### src/rtl/core/dlr_pkg.sv
// Shared types and constants for the delimited line receiver.
// No dependencies; used by every module of the block.
`timescale 1ns / 1ps

package dlr_pkg;

  localparam int BUF_SIZE    = 32;
  localparam int CNT_W       = 6;
  localparam int ADDR_W      = $clog2(BUF_SIZE);
  localparam int QUEUE_DEPTH = 4;
  localparam int QPTR_W      = $clog2(QUEUE_DEPTH);

  localparam logic [7:0] START_CHAR_RESET = 8'h2A;
  localparam logic [7:0] END_CHAR_RESET   = 8'h0D;

  localparam logic REG_START_CHAR = 1'b0;
  localparam logic REG_END_CHAR   = 1'b1;

  localparam logic CMD_BYTE    = 1'b0;
  localparam logic CMD_RELEASE = 1'b1;

  localparam logic KIND_ECHO = 1'b0;
  localparam logic KIND_LINE = 1'b1;

  typedef struct packed {
    logic       cmd;
    logic [7:0] rx_byte;
  } in_item_t;

  typedef struct packed {
    logic       kind;
    logic [7:0] value;
    logic       last;
    logic       line_pending;
  } out_item_t;

  // One classified received byte, as handed from front to back
  typedef struct packed {
    logic [7:0]        value;
    logic              store_en;
    logic [ADDR_W-1:0] store_addr;
    logic              handover;
    logic [CNT_W-1:0]  line_len;
    logic              pending;
  } job_t;

  typedef struct packed {
    logic full;
    logic empty;
  } q_status_t;

  typedef enum logic [1:0] {
    B_IDLE,
    B_FETCH,
    B_LINE,
    B_TERM
  } back_state_t;

endpackage

### src/rtl/core/dlr_queue.sv
// Short request queue between the front and the back of the line receiver.
// Depends on dlr_pkg for the job type and depth.
`timescale 1ns / 1ps

module dlr_queue
  import dlr_pkg::*;
(
  input  logic      clk,
  input  logic      rst,
  input  logic      push,
  input  job_t      push_data,
  input  logic      pop,
  output job_t      head,
  output q_status_t status
);

  job_t              entries [QUEUE_DEPTH];
  logic [QPTR_W-1:0] wr_ptr;
  logic [QPTR_W-1:0] rd_ptr;
  logic [QPTR_W:0]   count;

  assign status.full  = (count == (QPTR_W + 1)'(QUEUE_DEPTH));
  assign status.empty = (count == '0);
  assign head         = entries[rd_ptr];

  always_ff @(posedge clk) begin
    if (push) begin
      entries[wr_ptr] <= push_data;
    end
  end

  always_ff @(posedge clk) begin
    if (rst) begin
      wr_ptr <= '0;
      rd_ptr <= '0;
      count  <= '0;
    end else begin
      if (push) begin
        wr_ptr <= wr_ptr + 1'b1;
      end
      if (pop) begin
        rd_ptr <= rd_ptr + 1'b1;
      end
      if (push && !pop) begin
        count <= count + 1'b1;
      end else if (pop && !push) begin
        count <= count - 1'b1;
      end
    end
  end

endmodule

### src/rtl/core/dlr_front.sv
// Front of the line receiver: configuration, fill count, pending flag and
// classification of each request. Depends on dlr_pkg.
`timescale 1ns / 1ps

module dlr_front
  import dlr_pkg::*;
(
  input  logic      clk,
  input  logic      rst,
  input  logic      in_valid,
  output logic      in_ready,
  input  in_item_t  in_data,
  input  logic      cfg_we,
  input  logic      cfg_index,
  input  logic [7:0] cfg_data,
  input  q_status_t q_status,
  output logic      push,
  output job_t      push_data
);

  logic [7:0]       start_char;
  logic [7:0]       end_char;
  logic [CNT_W-1:0] fill_count;
  logic [CNT_W-1:0] fill_count_next;
  logic             pending;
  logic             pending_next;
  logic             accept;

  assign in_ready = !q_status.full;
  assign accept   = in_valid && in_ready;
  assign push     = accept && (in_data.cmd == CMD_BYTE);

  always_comb begin
    push_data            = '0;
    push_data.value      = in_data.rx_byte;
    push_data.store_addr = fill_count[ADDR_W-1:0];
    push_data.line_len   = fill_count;
    fill_count_next      = fill_count;
    pending_next         = pending;
    if (in_data.cmd == CMD_RELEASE) begin
      pending_next = 1'b0;
    end else if (in_data.rx_byte == start_char) begin
      fill_count_next = '0;
    end else if (in_data.rx_byte == end_char) begin
      if (!pending) begin
        push_data.handover = 1'b1;
        pending_next       = 1'b1;
      end
      fill_count_next = '0;
    end else if (fill_count < CNT_W'(BUF_SIZE - 1)) begin
      push_data.store_en = 1'b1;
      fill_count_next    = fill_count + 1'b1;
    end
    push_data.pending = pending_next;
  end

  always_ff @(posedge clk) begin
    if (rst) begin
      start_char <= START_CHAR_RESET;
      end_char   <= END_CHAR_RESET;
    end else if (cfg_we) begin
      case (cfg_index)
        REG_START_CHAR: start_char <= cfg_data;
        REG_END_CHAR:   end_char   <= cfg_data;
        default: ;
      endcase
    end
  end

  always_ff @(posedge clk) begin
    if (rst) begin
      fill_count <= '0;
      pending    <= 1'b0;
    end else if (accept) begin
      fill_count <= fill_count_next;
      pending    <= pending_next;
    end
  end

endmodule

### src/rtl/core/dlr_back.sv
// Back of the line receiver: line store, echo and line hand-over sequencer,
// output register. Depends on dlr_pkg.
`timescale 1ns / 1ps

module dlr_back
  import dlr_pkg::*;
(
  input  logic      clk,
  input  logic      rst,
  input  job_t      head,
  input  q_status_t q_status,
  output logic      pop,
  output logic      out_valid,
  input  logic      out_ready,
  output out_item_t out_data
);

  logic [7:0]        line_store [BUF_SIZE];
  logic [7:0]        rd_data;
  logic              rd_en;
  logic              mem_we;
  back_state_t       state;
  back_state_t       state_next;
  logic [CNT_W-1:0]  idx;
  logic [CNT_W-1:0]  line_len;
  logic              line_pend;
  logic              out_free;
  logic              emit;
  out_item_t         emit_item;
  logic              idx_inc;

  assign out_free = !out_valid || out_ready;

  always_comb begin
    state_next = state;
    case (state)
      B_IDLE: begin
        if (!q_status.empty && out_free && head.handover) begin
          state_next = B_FETCH;
        end
      end
      B_FETCH: begin
        state_next = (idx == line_len) ? B_TERM : B_LINE;
      end
      B_LINE: begin
        if (rd_data == 8'h00) begin
          state_next = B_TERM;
        end else if (out_free) begin
          state_next = B_FETCH;
        end
      end
      B_TERM: begin
        if (out_free) begin
          state_next = B_IDLE;
        end
      end
      default: state_next = B_IDLE;
    endcase
  end

  always_comb begin
    pop       = 1'b0;
    emit      = 1'b0;
    emit_item = '0;
    mem_we    = 1'b0;
    rd_en     = 1'b0;
    idx_inc   = 1'b0;
    case (state)
      B_IDLE: begin
        if (!q_status.empty && out_free) begin
          pop       = 1'b1;
          emit      = 1'b1;
          emit_item = '{kind: KIND_ECHO, value: head.value, last: !head.handover,
                        line_pending: head.pending};
          mem_we    = head.store_en;
        end
      end
      B_FETCH: begin
        rd_en = (idx != line_len);
      end
      B_LINE: begin
        if (rd_data != 8'h00 && out_free) begin
          emit      = 1'b1;
          emit_item = '{kind: KIND_LINE, value: rd_data, last: 1'b0,
                        line_pending: line_pend};
          idx_inc   = 1'b1;
        end
      end
      B_TERM: begin
        if (out_free) begin
          emit      = 1'b1;
          emit_item = '{kind: KIND_LINE, value: 8'h00, last: 1'b1,
                        line_pending: line_pend};
        end
      end
      default: ;
    endcase
  end

  always_ff @(posedge clk) begin
    if (mem_we) begin
      line_store[head.store_addr] <= head.value;
    end
    if (rd_en) begin
      rd_data <= line_store[idx[ADDR_W-1:0]];
    end
  end

  always_ff @(posedge clk) begin
    if (pop) begin
      line_len  <= head.line_len;
      line_pend <= head.pending;
    end
  end

  always_ff @(posedge clk) begin
    if (rst) begin
      state <= B_IDLE;
      idx   <= '0;
    end else begin
      state <= state_next;
      if (pop) begin
        idx <= '0;
      end else if (idx_inc) begin
        idx <= idx + 1'b1;
      end
    end
  end

  always_ff @(posedge clk) begin
    if (rst) begin
      out_valid <= 1'b0;
    end else if (emit) begin
      out_valid <= 1'b1;
    end else if (out_ready) begin
      out_valid <= 1'b0;
    end
  end

  always_ff @(posedge clk) begin
    if (emit) begin
      out_data <= emit_item;
    end
  end

endmodule

### src/rtl/core/delimited_line_receiver.sv
// Top level of the delimited line receiver: front, request queue and back.
// Depends on dlr_pkg, dlr_front, dlr_queue and dlr_back.
//
//   channel  | handshake            | payload
//   ---------+----------------------+--------------------------------------
//   in       | in_valid / in_ready  | in_data  (cmd, rx_byte)
//   out      | out_valid / out_ready| out_data (kind, value, last, line_pending)
//   cfg      | cfg_we               | cfg_index, cfg_data
//
// A received byte gives its echo through the queue and the output register
// when the back is idle and the output free. After the echo, a handed-over
// line is sent up to its length or a zero byte, plus a terminator, through the
// registered read port of the line store; the front keeps taking requests
// until the four-entry queue fills. Reset clears the counts, the pending flag
// and the queue and restores the delimiters; the line store is not cleared.
// A stalled output holds the back, which then stops draining the queue.
`timescale 1ns / 1ps

module delimited_line_receiver
  import dlr_pkg::*;
(
  input  logic       clk,
  input  logic       rst,
  input  logic       in_valid,
  output logic       in_ready,
  input  in_item_t   in_data,
  output logic       out_valid,
  input  logic       out_ready,
  output out_item_t  out_data,
  input  logic       cfg_we,
  input  logic       cfg_index,
  input  logic [7:0] cfg_data
);

  q_status_t q_status;
  logic      push;
  job_t      push_data;
  logic      pop;
  job_t      head;

  dlr_front u_front (
    .clk       (clk),
    .rst       (rst),
    .in_valid  (in_valid),
    .in_ready  (in_ready),
    .in_data   (in_data),
    .cfg_we    (cfg_we),
    .cfg_index (cfg_index),
    .cfg_data  (cfg_data),
    .q_status  (q_status),
    .push      (push),
    .push_data (push_data)
  );

  dlr_queue u_queue (
    .clk       (clk),
    .rst       (rst),
    .push      (push),
    .push_data (push_data),
    .pop       (pop),
    .head      (head),
    .status    (q_status)
  );

  dlr_back u_back (
    .clk       (clk),
    .rst       (rst),
    .head      (head),
    .q_status  (q_status),
    .pop       (pop),
    .out_valid (out_valid),
    .out_ready (out_ready),
    .out_data  (out_data)
  );

`ifndef SYNTHESIS
  a_line_byte_nonzero: assert property (@(posedge clk) disable iff (rst)
    out_valid && out_data.kind == KIND_LINE && !out_data.last |-> out_data.value != 8'h00)
    else $error("line byte before terminator is zero");

  a_open_echo_pending: assert property (@(posedge clk) disable iff (rst)
    out_valid && out_data.kind == KIND_ECHO && !out_data.last |-> out_data.line_pending)
    else $error("echo opening a hand-over without pending flag");

  a_line_pending: assert property (@(posedge clk) disable iff (rst)
    out_valid && out_data.kind == KIND_LINE |-> out_data.line_pending)
    else $error("line result without pending flag");

  a_no_pop_empty: assert property (@(posedge clk) disable iff (rst)
    pop |-> !q_status.empty)
    else $error("queue popped while empty");
`endif

endmodule

### config.mk
export PLATFORM = sky130hd
export DESIGN_NAME = delimited_line_receiver
export DESIGN_NICKNAME = d
export VERILOG_FILES = /design/src/rtl/core/dlr_pkg.sv /design/src/rtl/core/dlr_queue.sv /design/src/rtl/core/dlr_front.sv /design/src/rtl/core/dlr_back.sv /design/src/rtl/core/delimited_line_receiver.sv
export SDC_FILE = /design/constraint.sdc
export NUM_CORES = 1
export LEC_CHECK = 0
export CORE_UTILIZATION = 52
export DETAILED_ROUTE_END_ITERATION = 12
export DONT_BUFFER_PORTS = 1
export PLACE_DENSITY = 0.67
export SYNTH_ARGS = -nofsm -noshare
export SYNTH_HDL_FRONTEND = slang
export SYNTH_SLANG_ARGS = --single-unit
### constraint.sdc
create_clock -name clk -period 2.6 [get_ports clk]
set_input_delay 0.26 -clock clk [delete_from_list [all_inputs] [get_ports clk]]
set_output_delay 0.26 -clock clk [all_outputs]
set_load 0.03 [all_outputs]
==> impl_metrics.ini <==
[die]
pin_count = 36
core_um2 = 29000
rows = 62
die_area_um2 = 30600
chipHeight_um = 175
fp.dieW_um = 175
initial_core_util_pct = 53.5

[cts]
postCtsSetupBuffers = 0
cts.sinks = 391
h-tree-depth = 2
clock-root-buffer = clkbuf_16
numCtsBuffers = 39
clk-insertion-delay-late_ns = 0.52
cts_tree = yes
clk_path_buf_depth = 3
path_clk_slew_ns = 0.06

[synth]
synth_edf_count = 350
synthArstFlopShare_pct = 0
syn_avg_cell_area_um2 = 17.7
yosys.area.top_type = edfxtp_1
netlist_top_cells_area = edfxtp_1, mux4_2, dfxtp_1
synth_ff_type = edfxtp_1
synth_nets = 906
netlist.area_leader.share_pct = 67.7
synth-seq-area-share_pct = 73.0
synth_warnings = 0
synth_area_um2 = 15500
ys_ff_latch = 391
synthCells = 875
ys_types = 53

[min_path]
hold_start = in_valid
hp-class = input pin to flip-flop
holdPathStages = 3
hold_end = u_front.pending

[detailed_routing]
drc = 0
num_vias = 8212
wl_um = 32900
drtAntennaViolNets = 0
wl_per_cell_um = 23.9
first_pass_iters = 6
vias_per_cell = 5.98
drtIter0Drc = 739

[sta]
post-route-period-util_pct = 93.1
hold_viol = 0
relSlewSlack_pct = 40.7
setup_viol = 0
fin_tns_setup_ns = 0
fin_crit_ns = 2.42
rsz0062_at_grt = no
max_slew.worst_pin.slew_ns = 0.888
skew_ns = 0.0179
slew_viol_final = 0
fmax_mhz = 413

[pwr]
total_power_uw = 16800
p_leak_uw = 0.00569
vdd_drop_max_mv = 0.553
p_per_area_nw_per_um2 = 941

[final_layout]
antenna_cells = 0
nets = 991
area_growth_pct = 14.9
drive_gt1_share_pct = 21.8

[setup_path]
r2r-end = u_queue.count[2]
cp-end-kind = flip-flop
critPathKind = flip-flop to flip-flop
r2r_cells = 9
rrSetupSlack_ns = 0.18
crit_path_start = u_queue.count[0]
worstPathRequired_ns = 3.05
arrival_ns = 2.87
r2r-start = u_queue.count[0]
cp-start-kind = flip-flop
cp_max_fo = 4

[global_route]
antenna_found_initial = 0
overflow = 0
grt_max_degree = 57
grt_pass1_wl_um = 50200
grt_pass1_vias = 8342
grt.total_usage_pct = 22.0

[placement]
dpl.hpwl_um = 21900
io_buffers = 0
gp_congestion = 0.886

[job]
maxCapViolations = 0

[status]
status = finished clean
-- sequential cells by signal, summed over array words and instances (netlist names), named ones only --
signal	cells
u_back.idx	6
u_back.line_len	6
u_back.line_pend	1
u_back.line_store	256
u_back.out_data	11
u_back.out_valid	1
u_back.rd_data	8
u_back.state	2
u_front.end_char	8
u_front.fill_count	6
u_front.pending	1
u_front.start_char	8
u_queue.count	3
u_queue.entries	68
u_queue.rd_ptr	2
u_queue.wr_ptr	2
-- power by group --
part / internal, uW / switching (uW) / leakage [uW] / total (uW)
Combinational: 1090 / 1970 / 0.00156 / 3050
Sequential: 7850 / 388 / 0.00351 / 8230
Clock: 3280 / 2220 / 0.000617 / 5500
-- cell type report --
| type | count | area, um^2 |
|---|---|---|
| fillers | 2050 | 11200 |
| inverters | 9 | 33.8 |
| clock buffers | 52 | 1060 |
| flip-flops and latches | 391 | 11300 |
| repair buffers | 90 | 800 |
| multi-input cells | 429 | 3930 |
| well taps | 384 | 480 |
| clock inverters | 18 | 198 |
-- worst max path at each step --
stage,endpoint,cells after the start
after floorplan,u_queue.count[2],9
after global placement,u_back.line_store[4][0],5
after detailed placement,u_back.line_store[4][4],5
after CTS,u_back.line_store[4][6],5
after global routing,u_back.line_store[3][0],6
final,u_queue.count[2],9
-- per-stage QoR --
stage	hold WS, ns	cells	worst slack, ns	util (%)	instance area, um^2
after floorplan	0.359	875	0.0979	-	15500
after global placement	0.336	1284	0.0591	56.4	16400
after detailed placement	0.339	1284	0.0160	56.4	16400
after global routing	0.0405	1373	0.0222	61.5	17800
after CTS	0.0251	1373	0.00167	61.5	17800
final	0.0357	1373	0.180	61.5	17800
-- metal layers --
metal	share of wire [%]	wire, um	global-route usage [%]
met5	0	0	0
met4	2.4	801	6.70
met3	6.0	1980	3.66
met2	49	16200	36.4
met1	42	13900	30.3
-- timing repair --
action,CTS,global route
resized for setup,0,3
setup endpoints to repair,0,187
hold endpoints to repair,81,0
hold buffers,19,0
-- cells in the final DEF (no fill, tap or decap), types with 3 or more instances in the layout --
cell,n
a22oi_1,8
nor2b_1,5
a221oi_1,10
nand3_1,3
xnor2_1,16
dfxtp_1,39
nor2_1,49
nand2b_1,12
inv_1,7
nand4_1,8
nor4_1,4
o21ai_0,17
xor2_1,18
and2_1,6
clkbuf_16,39
ha_1,7
edfxtp_1,350
a21oi_1,28
a2111oi_4,3
a22o_1,9
dlygate4sd3_1,18
nand3b_1,8
clkbuf_8,4
bufinv_16,4
mux2_2,8
clkinv_2,5
buf_12,6
mux4_2,64
nor3_1,18
clkinv_1,5
a31oi_1,8
clkbuf_1,9
nand2_1,48
mux2i_1,45
buf_4,65
-- critical path, stage by stage (launching register included) --
cell and delay, ns:
dfxtp_1 0.41, or3b_1 0.21, nand2_1 0.12, nor2_1 0.24, ha_1 0.25, inv_1 0.07, fa_1 0.44, xor2_1 0.16
or3_1 0.31, a21oi_1 0.14
-- logic make-up after synthesis --
logic type | Yosys count | synth area share [%]
muxes | 117 | 12.8
adders and majority gates | 8 | 0.693
xor gates and xnor gates | 34 | 1.92
buffers and inverters | 55 | 1.78
and+or+nand+nor | 178 | 5.66
DFF | 391 | 73.0
AOI/OAI and AO/OA | 92 | 4.23
-- cells in the mapped netlist (2+ instances only) --
library cell	count
edfxtp_1	350
mux4_2	64
nor2_1	49
nand2_1	48
mux2i_1	45
dfxtp_1	41
a21oi_1	28
clkbuf_1	19
nor3_1	18
xor2_1	18
o21ai_0	17
xnor2_1	16
nand2b_1	12
buf_2	11
a221oi_1	10
a22o_1	9
a22oi_1	8
a31oi_1	8
mux2_2	8
nand3b_1	8
nand4_1	8
buf_4	7
ha_1	7
inv_1	7
and2_1	6
buf_1	5
nor2b_1	5
buf_6	4
nor4_1	4
a2111oi_4	3
nand3_1	3
a211oi_1	2
and3_1	2
inv_2	2
nand2_2	2
nand2b_2	2
nor2_2	2
or3_1	2
Power figures use the tool's default switching activity.
